**src/design/tdo_pkg.sv**
```systemverilog
// Shared constants for the toroidal distance and offset core.
// No dependencies; imported by tdo_sqrt_pipe and the top level.
package tdo_pkg;

    localparam int COORD_BITS_DEF = 12;   // default coordinate width
    localparam int SIZE_BITS      = 13;   // world size register width
    localparam int DIST_BITS      = 16;   // distance output width
    localparam int FRAC_BITS      = 4;    // fraction bits of the distance
    localparam int CFG_ADDR_BITS  = 1;

    localparam logic [SIZE_BITS-1:0] SIZE_RESET = 13'd4096;

    // configuration register indexes
    localparam logic [CFG_ADDR_BITS-1:0] REG_WORLD_WIDTH  = 1'b0;
    localparam logic [CFG_ADDR_BITS-1:0] REG_WORLD_HEIGHT = 1'b1;

endpackage

```
**src/design/tdo_sqrt_pipe.sv**
```systemverilog
// Pipelined digit-by-digit integer square root, two root bits per stage,
// with a sideband word carried alongside. Depends on tdo_pkg.
module tdo_sqrt_pipe
    import tdo_pkg::*;
#(
    parameter int RAD_BITS  = 2 * COORD_BITS_DEF + 2 * FRAC_BITS + 1,
    parameter int SIDE_BITS = 2 * (COORD_BITS_DEF + 1)
)
(
    input  logic                            clk,
    input  logic                            rst_n,
    input  logic                            en,
    input  logic                            in_valid,
    input  logic [RAD_BITS-1:0]             radicand,
    input  logic [SIDE_BITS-1:0]            side_in,
    output logic                            out_valid,
    output logic [(RAD_BITS+1)/2-1:0]       root,
    output logic [SIDE_BITS-1:0]            side_out
);

    localparam int QB  = (RAD_BITS + 1) / 2;   // root bits
    localparam int RW  = QB + 3;               // remainder width with headroom
    localparam int NST = (QB + 1) / 2;         // stages

    logic [2*QB-1:0]    rad_in    [NST];
    logic [RW-1:0]      rem_in    [NST];
    logic [QB-1:0]      root_in   [NST];
    logic               vld_in    [NST];
    logic [SIDE_BITS-1:0] side_in_s [NST];

    logic [2*QB-1:0]    rad_reg   [NST];
    logic [RW-1:0]      rem_reg   [NST];
    logic [QB-1:0]      root_reg  [NST];
    logic               vld_reg   [NST];
    logic [SIDE_BITS-1:0] side_reg [NST];

    genvar s;
    generate
        for (s = 0; s < NST; s++) begin : g_stage
            logic [2*QB-1:0] rad_next;
            logic [RW-1:0]   rem_next;
            logic [QB-1:0]   root_next;

            if (s == 0) begin : g_first
                assign rad_in[s]    = (2*QB)'(radicand);
                assign rem_in[s]    = '0;
                assign root_in[s]   = '0;
                assign vld_in[s]    = in_valid;
                assign side_in_s[s] = side_in;
            end else begin : g_rest
                assign rad_in[s]    = rad_reg[s-1];
                assign rem_in[s]    = rem_reg[s-1];
                assign root_in[s]   = root_reg[s-1];
                assign vld_in[s]    = vld_reg[s-1];
                assign side_in_s[s] = side_reg[s-1];
            end

            always_comb
            begin
                logic [RW-1:0] r2;
                logic [RW-1:0] trial;
                rad_next  = rad_in[s];
                rem_next  = rem_in[s];
                root_next = root_in[s];
                for (int k = 0; k < 2; k++)
                begin
                    if (2 * s + k < QB)
                    begin
                        r2    = {rem_next[RW-3:0], rad_next[2*QB-1 -: 2]};
                        trial = RW'({root_next, 2'b01});
                        if (r2 >= trial)
                        begin
                            rem_next  = r2 - trial;
                            root_next = {root_next[QB-2:0], 1'b1};
                        end
                        else
                        begin
                            rem_next  = r2;
                            root_next = {root_next[QB-2:0], 1'b0};
                        end
                        rad_next = {rad_next[2*QB-3:0], 2'b00};
                    end
                end
            end

            always_ff @(posedge clk or negedge rst_n)
            begin
                if (!rst_n)
                begin
                    vld_reg[s] <= 1'b0;
                end
                else if (en)
                begin
                    vld_reg[s] <= vld_in[s];
                end
            end

            always_ff @(posedge clk)
            begin
                if (en)
                begin
                    rad_reg[s]  <= rad_next;
                    rem_reg[s]  <= rem_next;
                    root_reg[s] <= root_next;
                    side_reg[s] <= side_in_s[s];
                end
            end
        end
    endgenerate

    assign out_valid = vld_reg[NST-1];
    assign root      = root_reg[NST-1];
    assign side_out  = side_reg[NST-1];

endmodule

```
**src/design/toroidal_distance_and_offset_core.sv**
```systemverilog
// Toroidal distance and offset core: wrap-around offsets and Euclidean distance.
// Depends on tdo_pkg and tdo_sqrt_pipe.
//
// Usage
//   s_tdata carries one query word: from_x, from_y, to_x, to_y (lowest first).
//   m_tdata returns offset_x, offset_y (two's complement) and distance_q4,
//   the floor of 16 * sqrt(offset_x^2 + offset_y^2), saturated at 65535.
//   World width and height are written on the cfg port (index 0 and 1) while
//   the core is idle; both reset to 4096.
// Timing
//   Three arithmetic stages (wrap, square, sum), then the square root pipe
//   at two root bits per stage, ceil((COORD_BITS+5)/2) stages, then the
//   output register. One word per cycle is accepted and delivered in steady
//   state while the receiver keeps m_tready high.
// Reset and stall
//   Reset empties the pipe (valid bits cleared) and restores the world size.
//   When the receiver holds m_tready low with a word pending, the whole pipe
//   freezes and s_tready drops in the same cycle; nothing is lost or repeated.
module toroidal_distance_and_offset_core
    import tdo_pkg::*;
#(
    parameter int COORD_BITS = COORD_BITS_DEF
)
(
    input  logic                             clk,
    input  logic                             rst_n,
    // configuration write port
    input  logic                             cfg_we,
    input  logic [CFG_ADDR_BITS-1:0]         cfg_addr,
    input  logic [SIZE_BITS-1:0]             cfg_wdata,
    // input stream
    input  logic                             s_tvalid,
    output logic                             s_tready,
    // from_x, from_y, to_x, to_y, zero pad
    input  logic [((4*COORD_BITS+7)/8)*8-1:0] s_tdata,
    // output stream
    output logic                             m_tvalid,
    input  logic                             m_tready,
    // offset_x, offset_y, distance_q4, zero pad
    output logic [((2*(COORD_BITS+1)+DIST_BITS+7)/8)*8-1:0] m_tdata
);

    localparam int C       = COORD_BITS;
    localparam int OB      = C + 1;                          // offset width
    localparam int WW      = (C + 3 > SIZE_BITS + 3) ? C + 3 : SIZE_BITS + 3;
    localparam int SQB     = 2 * C;                          // square width
    localparam int SUMB    = 2 * C + 1;
    localparam int RADB    = SUMB + 2 * FRAC_BITS;
    localparam int QB      = (RADB + 1) / 2;
    localparam int OUT_W   = ((2 * OB + DIST_BITS + 7) / 8) * 8;

    // configuration registers
    logic [SIZE_BITS-1:0] world_width_reg;
    logic [SIZE_BITS-1:0] world_height_reg;

    always_ff @(posedge clk or negedge rst_n)
    begin
        if (!rst_n)
        begin
            world_width_reg  <= SIZE_RESET;
            world_height_reg <= SIZE_RESET;
        end
        else if (cfg_we)
        begin
            unique case (cfg_addr)
                REG_WORLD_WIDTH:  world_width_reg  <= cfg_wdata;
                REG_WORLD_HEIGHT: world_height_reg <= cfg_wdata;
                default: ;
            endcase
        end
    end

    // global advance: the pipe moves whenever the output slot is free or taken
    logic en;
    logic out_valid_reg;
    assign en       = !out_valid_reg || m_tready;
    assign s_tready = en;

    // ---------------- stage 1: wrapped offsets ----------------
    logic [C-1:0]         from_c [2];
    logic [C-1:0]         to_c   [2];
    logic [SIZE_BITS-1:0] size_c [2];
    logic [OB-1:0]        off_next [2];
    logic [OB-1:0]        off1_reg [2];
    logic                 v1_reg;

    assign from_c[0] = s_tdata[C-1:0];
    assign from_c[1] = s_tdata[2*C-1:C];
    assign to_c[0]   = s_tdata[3*C-1:2*C];
    assign to_c[1]   = s_tdata[4*C-1:3*C];
    assign size_c[0] = world_width_reg;
    assign size_c[1] = world_height_reg;

    always_comb
    begin
        logic signed [WW-1:0] d;
        logic signed [WW-1:0] sz;
        logic signed [WW-1:0] o;
        for (int a = 0; a < 2; a++)
        begin
            d  = $signed(WW'(to_c[a])) - $signed(WW'(from_c[a]));
            sz = $signed(WW'(size_c[a]));
            o  = d;
            if (d > 0)
            begin
                // crossing the edge is strictly shorter
                if ((d <<< 1) > sz)
                    o = d - sz;
            end
            else
            begin
                if (-(d <<< 1) > sz)
                    o = d + sz;
            end
            off_next[a] = o[OB-1:0];
        end
    end

    // ---------------- stage 2: magnitudes squared ----------------
    logic [SQB-1:0] sq_next  [2];
    logic [SQB-1:0] sq2_reg  [2];
    logic [OB-1:0]  off2_reg [2];
    logic           v2_reg;

    always_comb
    begin
        logic [OB-1:0] neg;
        logic [C-1:0]  mag;
        for (int a = 0; a < 2; a++)
        begin
            neg = -off1_reg[a];
            mag = off1_reg[a][OB-1] ? neg[C-1:0] : off1_reg[a][C-1:0];
            sq_next[a] = SQB'(mag) * SQB'(mag);
        end
    end

    // ---------------- stage 3: sum of squares ----------------
    logic [SUMB-1:0] sum3_reg;
    logic [OB-1:0]   off3_reg [2];
    logic            v3_reg;

    always_ff @(posedge clk or negedge rst_n)
    begin
        if (!rst_n)
        begin
            v1_reg <= 1'b0;
            v2_reg <= 1'b0;
            v3_reg <= 1'b0;
        end
        else if (en)
        begin
            v1_reg <= s_tvalid;
            v2_reg <= v1_reg;
            v3_reg <= v2_reg;
        end
    end

    always_ff @(posedge clk)
    begin
        if (en)
        begin
            off1_reg <= off_next;
            sq2_reg  <= sq_next;
            off2_reg <= off1_reg;
            sum3_reg <= SUMB'(sq2_reg[0]) + SUMB'(sq2_reg[1]);
            off3_reg <= off2_reg;
        end
    end

    // ---------------- square root of 256 * sum ----------------
    logic            sq_valid;
    logic [QB-1:0]   sq_root;
    logic [2*OB-1:0] sq_side;

    tdo_sqrt_pipe #(
        .RAD_BITS  (RADB),
        .SIDE_BITS (2 * OB)
    ) u_sqrt (
        .clk       (clk),
        .rst_n     (rst_n),
        .en        (en),
        .in_valid  (v3_reg),
        .radicand  ({sum3_reg, {(2*FRAC_BITS){1'b0}}}),
        .side_in   ({off3_reg[1], off3_reg[0]}),
        .out_valid (sq_valid),
        .root      (sq_root),
        .side_out  (sq_side)
    );

    // saturate the root to the distance width
    logic [DIST_BITS-1:0] dist_sat;
    generate
        if (QB > DIST_BITS) begin : g_sat
            assign dist_sat = (|sq_root[QB-1:DIST_BITS]) ? '1 : sq_root[DIST_BITS-1:0];
        end else begin : g_ext
            assign dist_sat = DIST_BITS'(sq_root);
        end
    endgenerate

    // ---------------- output register ----------------
    logic [OUT_W-1:0] out_data_reg;

    always_ff @(posedge clk or negedge rst_n)
    begin
        if (!rst_n)
        begin
            out_valid_reg <= 1'b0;
        end
        else if (en)
        begin
            out_valid_reg <= sq_valid;
        end
    end

    always_ff @(posedge clk)
    begin
        if (en)
        begin
            out_data_reg <= OUT_W'({dist_sat, sq_side});
        end
    end

    assign m_tvalid = out_valid_reg;
    assign m_tdata  = out_data_reg;

endmodule

```
**config.mk**
```make
export PLATFORM = sky130hd
export DESIGN_NAME = toroidal_distance_and_offset_core
export DESIGN_NICKNAME = d
export VERILOG_FILES = /design/src/design/tdo_pkg.sv /design/src/design/tdo_sqrt_pipe.sv /design/src/design/toroidal_distance_and_offset_core.sv
export SDC_FILE = /design/constraint.sdc
export NUM_CORES = 2
export LEC_CHECK = 0
export BUFFER_PORTS_ARGS = -buffer_cell sky130_fd_sc_hd__buf_2
export CAP_MARGIN = 20
export CORE_ASPECT_RATIO = 0.6
export CORE_MARGIN = 10
export CORE_UTILIZATION = 60
export DETAILED_ROUTE_END_ITERATION = 10
export PLACE_DENSITY = 0.77
export SLEW_MARGIN = 20
export SYNTH_ARGS = -nofsm -noshare
export SYNTH_HDL_FRONTEND = slang
export SYNTH_HIERARCHICAL = 1
export SYNTH_SLANG_ARGS = --single-unit
```
**constraint.sdc**
```tcl
create_clock -name clk -period 31 [get_ports clk]
set_input_delay 3.1 -clock clk [delete_from_list [all_inputs] [get_ports clk]]
set_output_delay 3.1 -clock clk [all_outputs]
set_load 0.01 [all_outputs]
```
==> metrics.cfg <==
[place]
dp_hpwl_um = 79400
portBuffers = 110
gp_congestion = 0.933
pre_cts_ws_ns = 21.88
numPlacedInstances = 5527

[finish]
areaGrowthSynthToFinish_pct = 8.72
layout_commonest_cell = edfxtp_1
num-nets-final = 5184
fill_cells = 6054
largest_register_ffs = 234
final_cell_mix = edfxtp_1 (771), inv_1 (545), ha_1 (421), nor2_1 (338), nand2_1 (270)
drive_gt1_share_pct = 8.25
final_cell_count_no_fill = 5672

[cts]
cts-resized-gates = 0
clk_transition_reported_paths_ns = 0.07
clock_sinks = 810
h-tree-depth = 3
numCtsBuffers = 77
cts_tree = done
cts_hold_buf = 0
cts_buffer_depth = 3
cts_setup_buffers = 0
root_buffer = clkbuf_16
clock_latency_ns = 0.67

[critical_path]
crit_path_end_kind = flop
criticalPathCategory = in -> reg
slowest_stage = o2bb2ai_1
arrival_ns = 8.96
path_buf_inv = 4
reg2reg_from = off1_reg[13]$_DFFE_PP_
cpPeakStageDelay_ns = 0.86
start_kind = input pin
cp.depth = 22
crit_chain = buf_2 -> inv_1 -> ha_1 -> inv_1 -> fa_1 -> a211o_1 -> a21oi_1 -> o311ai_0 -> buf_4 -> a2111oi_0 -> o2111ai_1 -> nor2_1 -> xnor2_1 -> ha_1 -> and2_0 -> a221oi_1 -> nor4bb_1 -> a211oi_1 -> and2_1 -> o2bb2ai_1 -> o221ai_1 -> a22o_1
rrSetupSlack_ns = 22.73
startpoint = s_tdata[36]
crit_end = off1_reg[3]$_DFFE_PP_
crit_path_max_fanout = 11
crit_required_ns = 31.42
crit_family = compound AO/OA/AOI/OAI gates
ff2ff_path_depth = 26
r2r_end = sq2_reg[45]$_DFFE_PP_

[logic_synthesis]
yosysWarnings = 6
synth_top_family_by_area = adder cells
synth-adder-area-share_pct = 17.3
synth-xor-area-share_pct = 5.03
syn_area_per_cell_sq_um = 11.4
async_flop_share_pct = 4.81
synth_simple_gate_area_share_pct = 10.6
synth.lib_cells_used.distinct = 91
synthMuxAreaShare_pct = 1.46
ys.flop_type = edfxtp_1
ys_seq_area_share_pct = 48.5
synth_seq_cells = 810
synth_compound_area_share_pct = 12.3
netlist_area_sq_mm = 0.0498
synth_edf_count = 771
synth_cells = 4376

[worst_hold_path]
min_path_type = reg -> reg

[die]
rows = 81
core_sq_mm = 0.0819
ios = 117
die_h_um = 243
start_util_pct = 60.8
die_w_um = 392
die_area_sq_mm = 0.0953

[grt]
first_global_vias = 31900
grt.overflow.total = 0
antenna_found_initial = 3
gr-usage-all-layers_pct = 22.2
grt_pass1_wl_um = 172000
grt_max_degree = 196

[sta]
tns_ns = 0
worstMarginPinSlew_ns = 1.16
hold_violations = 0
slew_viol_final = 0
timing.final.crit_share_pct = 27.6
finalWorstSetupSlack_ns = 22.46
max_freq_ghz = 0.117
rsz0062_at_grt = false
skew_ns = 0.0285
slew_headroom_pct = 22.4
finalSetupViolations = 0
min_period_ns = 8.54

[routing]
drt_iter0_drc = 3687
ant_nets = 0
drc = 0
drt-pass1-iter-count = 8
via_count = 33600
wl_per_cell_um = 18.8
viasPerCell = 5.92
wl_um = 107000

[outcome]
outcome = finished, final reports clean

[run]
maxCapViolCount = 0

## synth_stat cells (45+ instances only)
library cell | n | area share (%)
ha_1 | 421 | 11
or3_1 | 45 | 0.57
xor2_1 | 94 | 1.7
nand2b_1 | 52 | 0.65
clkbuf_1 | 56 | 0.42
edfxtp_1 | 771 | 47
nand2_1 | 270 | 2.0
nor2_1 | 338 | 2.5
o21a_1 | 47 | 0.71
mux2_2 | 49 | 1.1
nor3_1 | 83 | 0.83
fa_1 | 168 | 6.8
a21oi_1 | 232 | 2.3
a21o_1 | 105 | 1.6
o21ai_0 | 177 | 1.8
inv_1 | 545 | 4.1
xnor2_1 | 192 | 3.4
nand3_1 | 63 | 0.63
## metal layers
metal / GRT usage [%] / up-vias / wire length (um)
met5: 0 / - / 33
met4: 4.07 / 4 / 1580
met3: 5.12 / 131 / 9550
met2: 30.9 / 1273 / 43600
met1: 35.1 / 16100 / 52100
li1: - / 16000 / -
## stage by stage
| step | utilization (%) | hold slack (ns) | area (sq um) |
|---|---|---|---|
| after floorplan | - | 0.400 | 49800 |
| after global placement | 63.0 | 0.400 | 51600 |
| after detailed placement | 63.0 | 0.405 | 51600 |
| after CTS | 66.1 | 0.391 | 54100 |
| after global routing | 66.1 | 0.411 | 54100 |
| final | 66.1 | 0.405 | 54100 |
## worst min path at each step
stage | start | end | slack (ns) | cells past startpoint
5_1_grt | u_sqrt/rad_reg[0][135]$_DFFE_PP_ | u_sqrt/rad_reg[0][167]$_DFFE_PP_ | 0.41 | 0
4_1_cts | u_sqrt/rad_reg[0][133]$_DFFE_PP_ | u_sqrt/rad_reg[0][165]$_DFFE_PP_ | 0.39 | 0
3_5_place_dp | u_sqrt/side_reg[0][212]$_DFFE_PP_ | m_tdata[4]$_DFFE_PP_ | 0.40 | 0
2_1_floorplan | u_sqrt/side_reg[0][208]$_DFFE_PP_ | m_tdata[0]$_DFFE_PP_ | 0.40 | 0
6_report | u_sqrt/side_reg[0][209]$_DFFE_PP_ | m_tdata[1]$_DFFE_PP_ | 0.41 | 0
3_3_place_gp | u_sqrt/rad_reg[0][1]$_DFFE_PP_ | u_sqrt/rad_reg[0][33]$_DFFE_PP_ | 0.40 | 0
## worst reg2reg max path, cell delays in order, from the launching register on
cell,delay [ns]
edfxtp_1,0.54
clkinv_1,0.28
ha_1,0.24
nand2_1,0.09
or4_1,0.42
o21ai_0,0.24
xor2_1,0.93
inv_1,0.30
nand2_1,0.20
fa_1,0.48
fa_1,0.52
inv_1,0.06
fa_1,0.47
fa_1,0.52
inv_1,0.05
fa_1,0.53
inv_1,0.04
ha_1,0.35
a21o_1,0.21
a21o_1,0.17
a21oi_1,0.22
inv_1,0.06
a31oi_1,0.29
o221ai_1,0.23
a41oi_1,0.30
nor2b_1,0.20
xnor2_1,0.09
## cells by family after synthesis
logic type                 after synthesis
buffers and inverters                  627
AOI/OAI and AO/OA                      910
muxes                                   66
xor gates and xnor gates               286
other                                    1
and+or+nand+nor                       1087
adders and majority gates              589
DFF                                    810
## final cells by class
| type | count | area (sq um) | area share [%] |
|---|---|---|---|
| Clock inverter | 56 | 512 | 0.945 |
| Inverter | 556 | 2090 | 3.86 |
| Multi-Input combinational cell | 2952 | 23300 | 43.1 |
| Tap cell | 1079 | 1350 | 2.49 |
| Clock buffer | 87 | 1960 | 3.63 |
| Antenna cell | 1 | 2.50 | 0.00462 |
| Sequential cell | 810 | 24100 | 44.6 |
| Timing Repair Buffer | 131 | 737 | 1.36 |
Power is not shown: default switching activity piles up to over one toggle a cycle in this logic, so the estimate is an artifact.
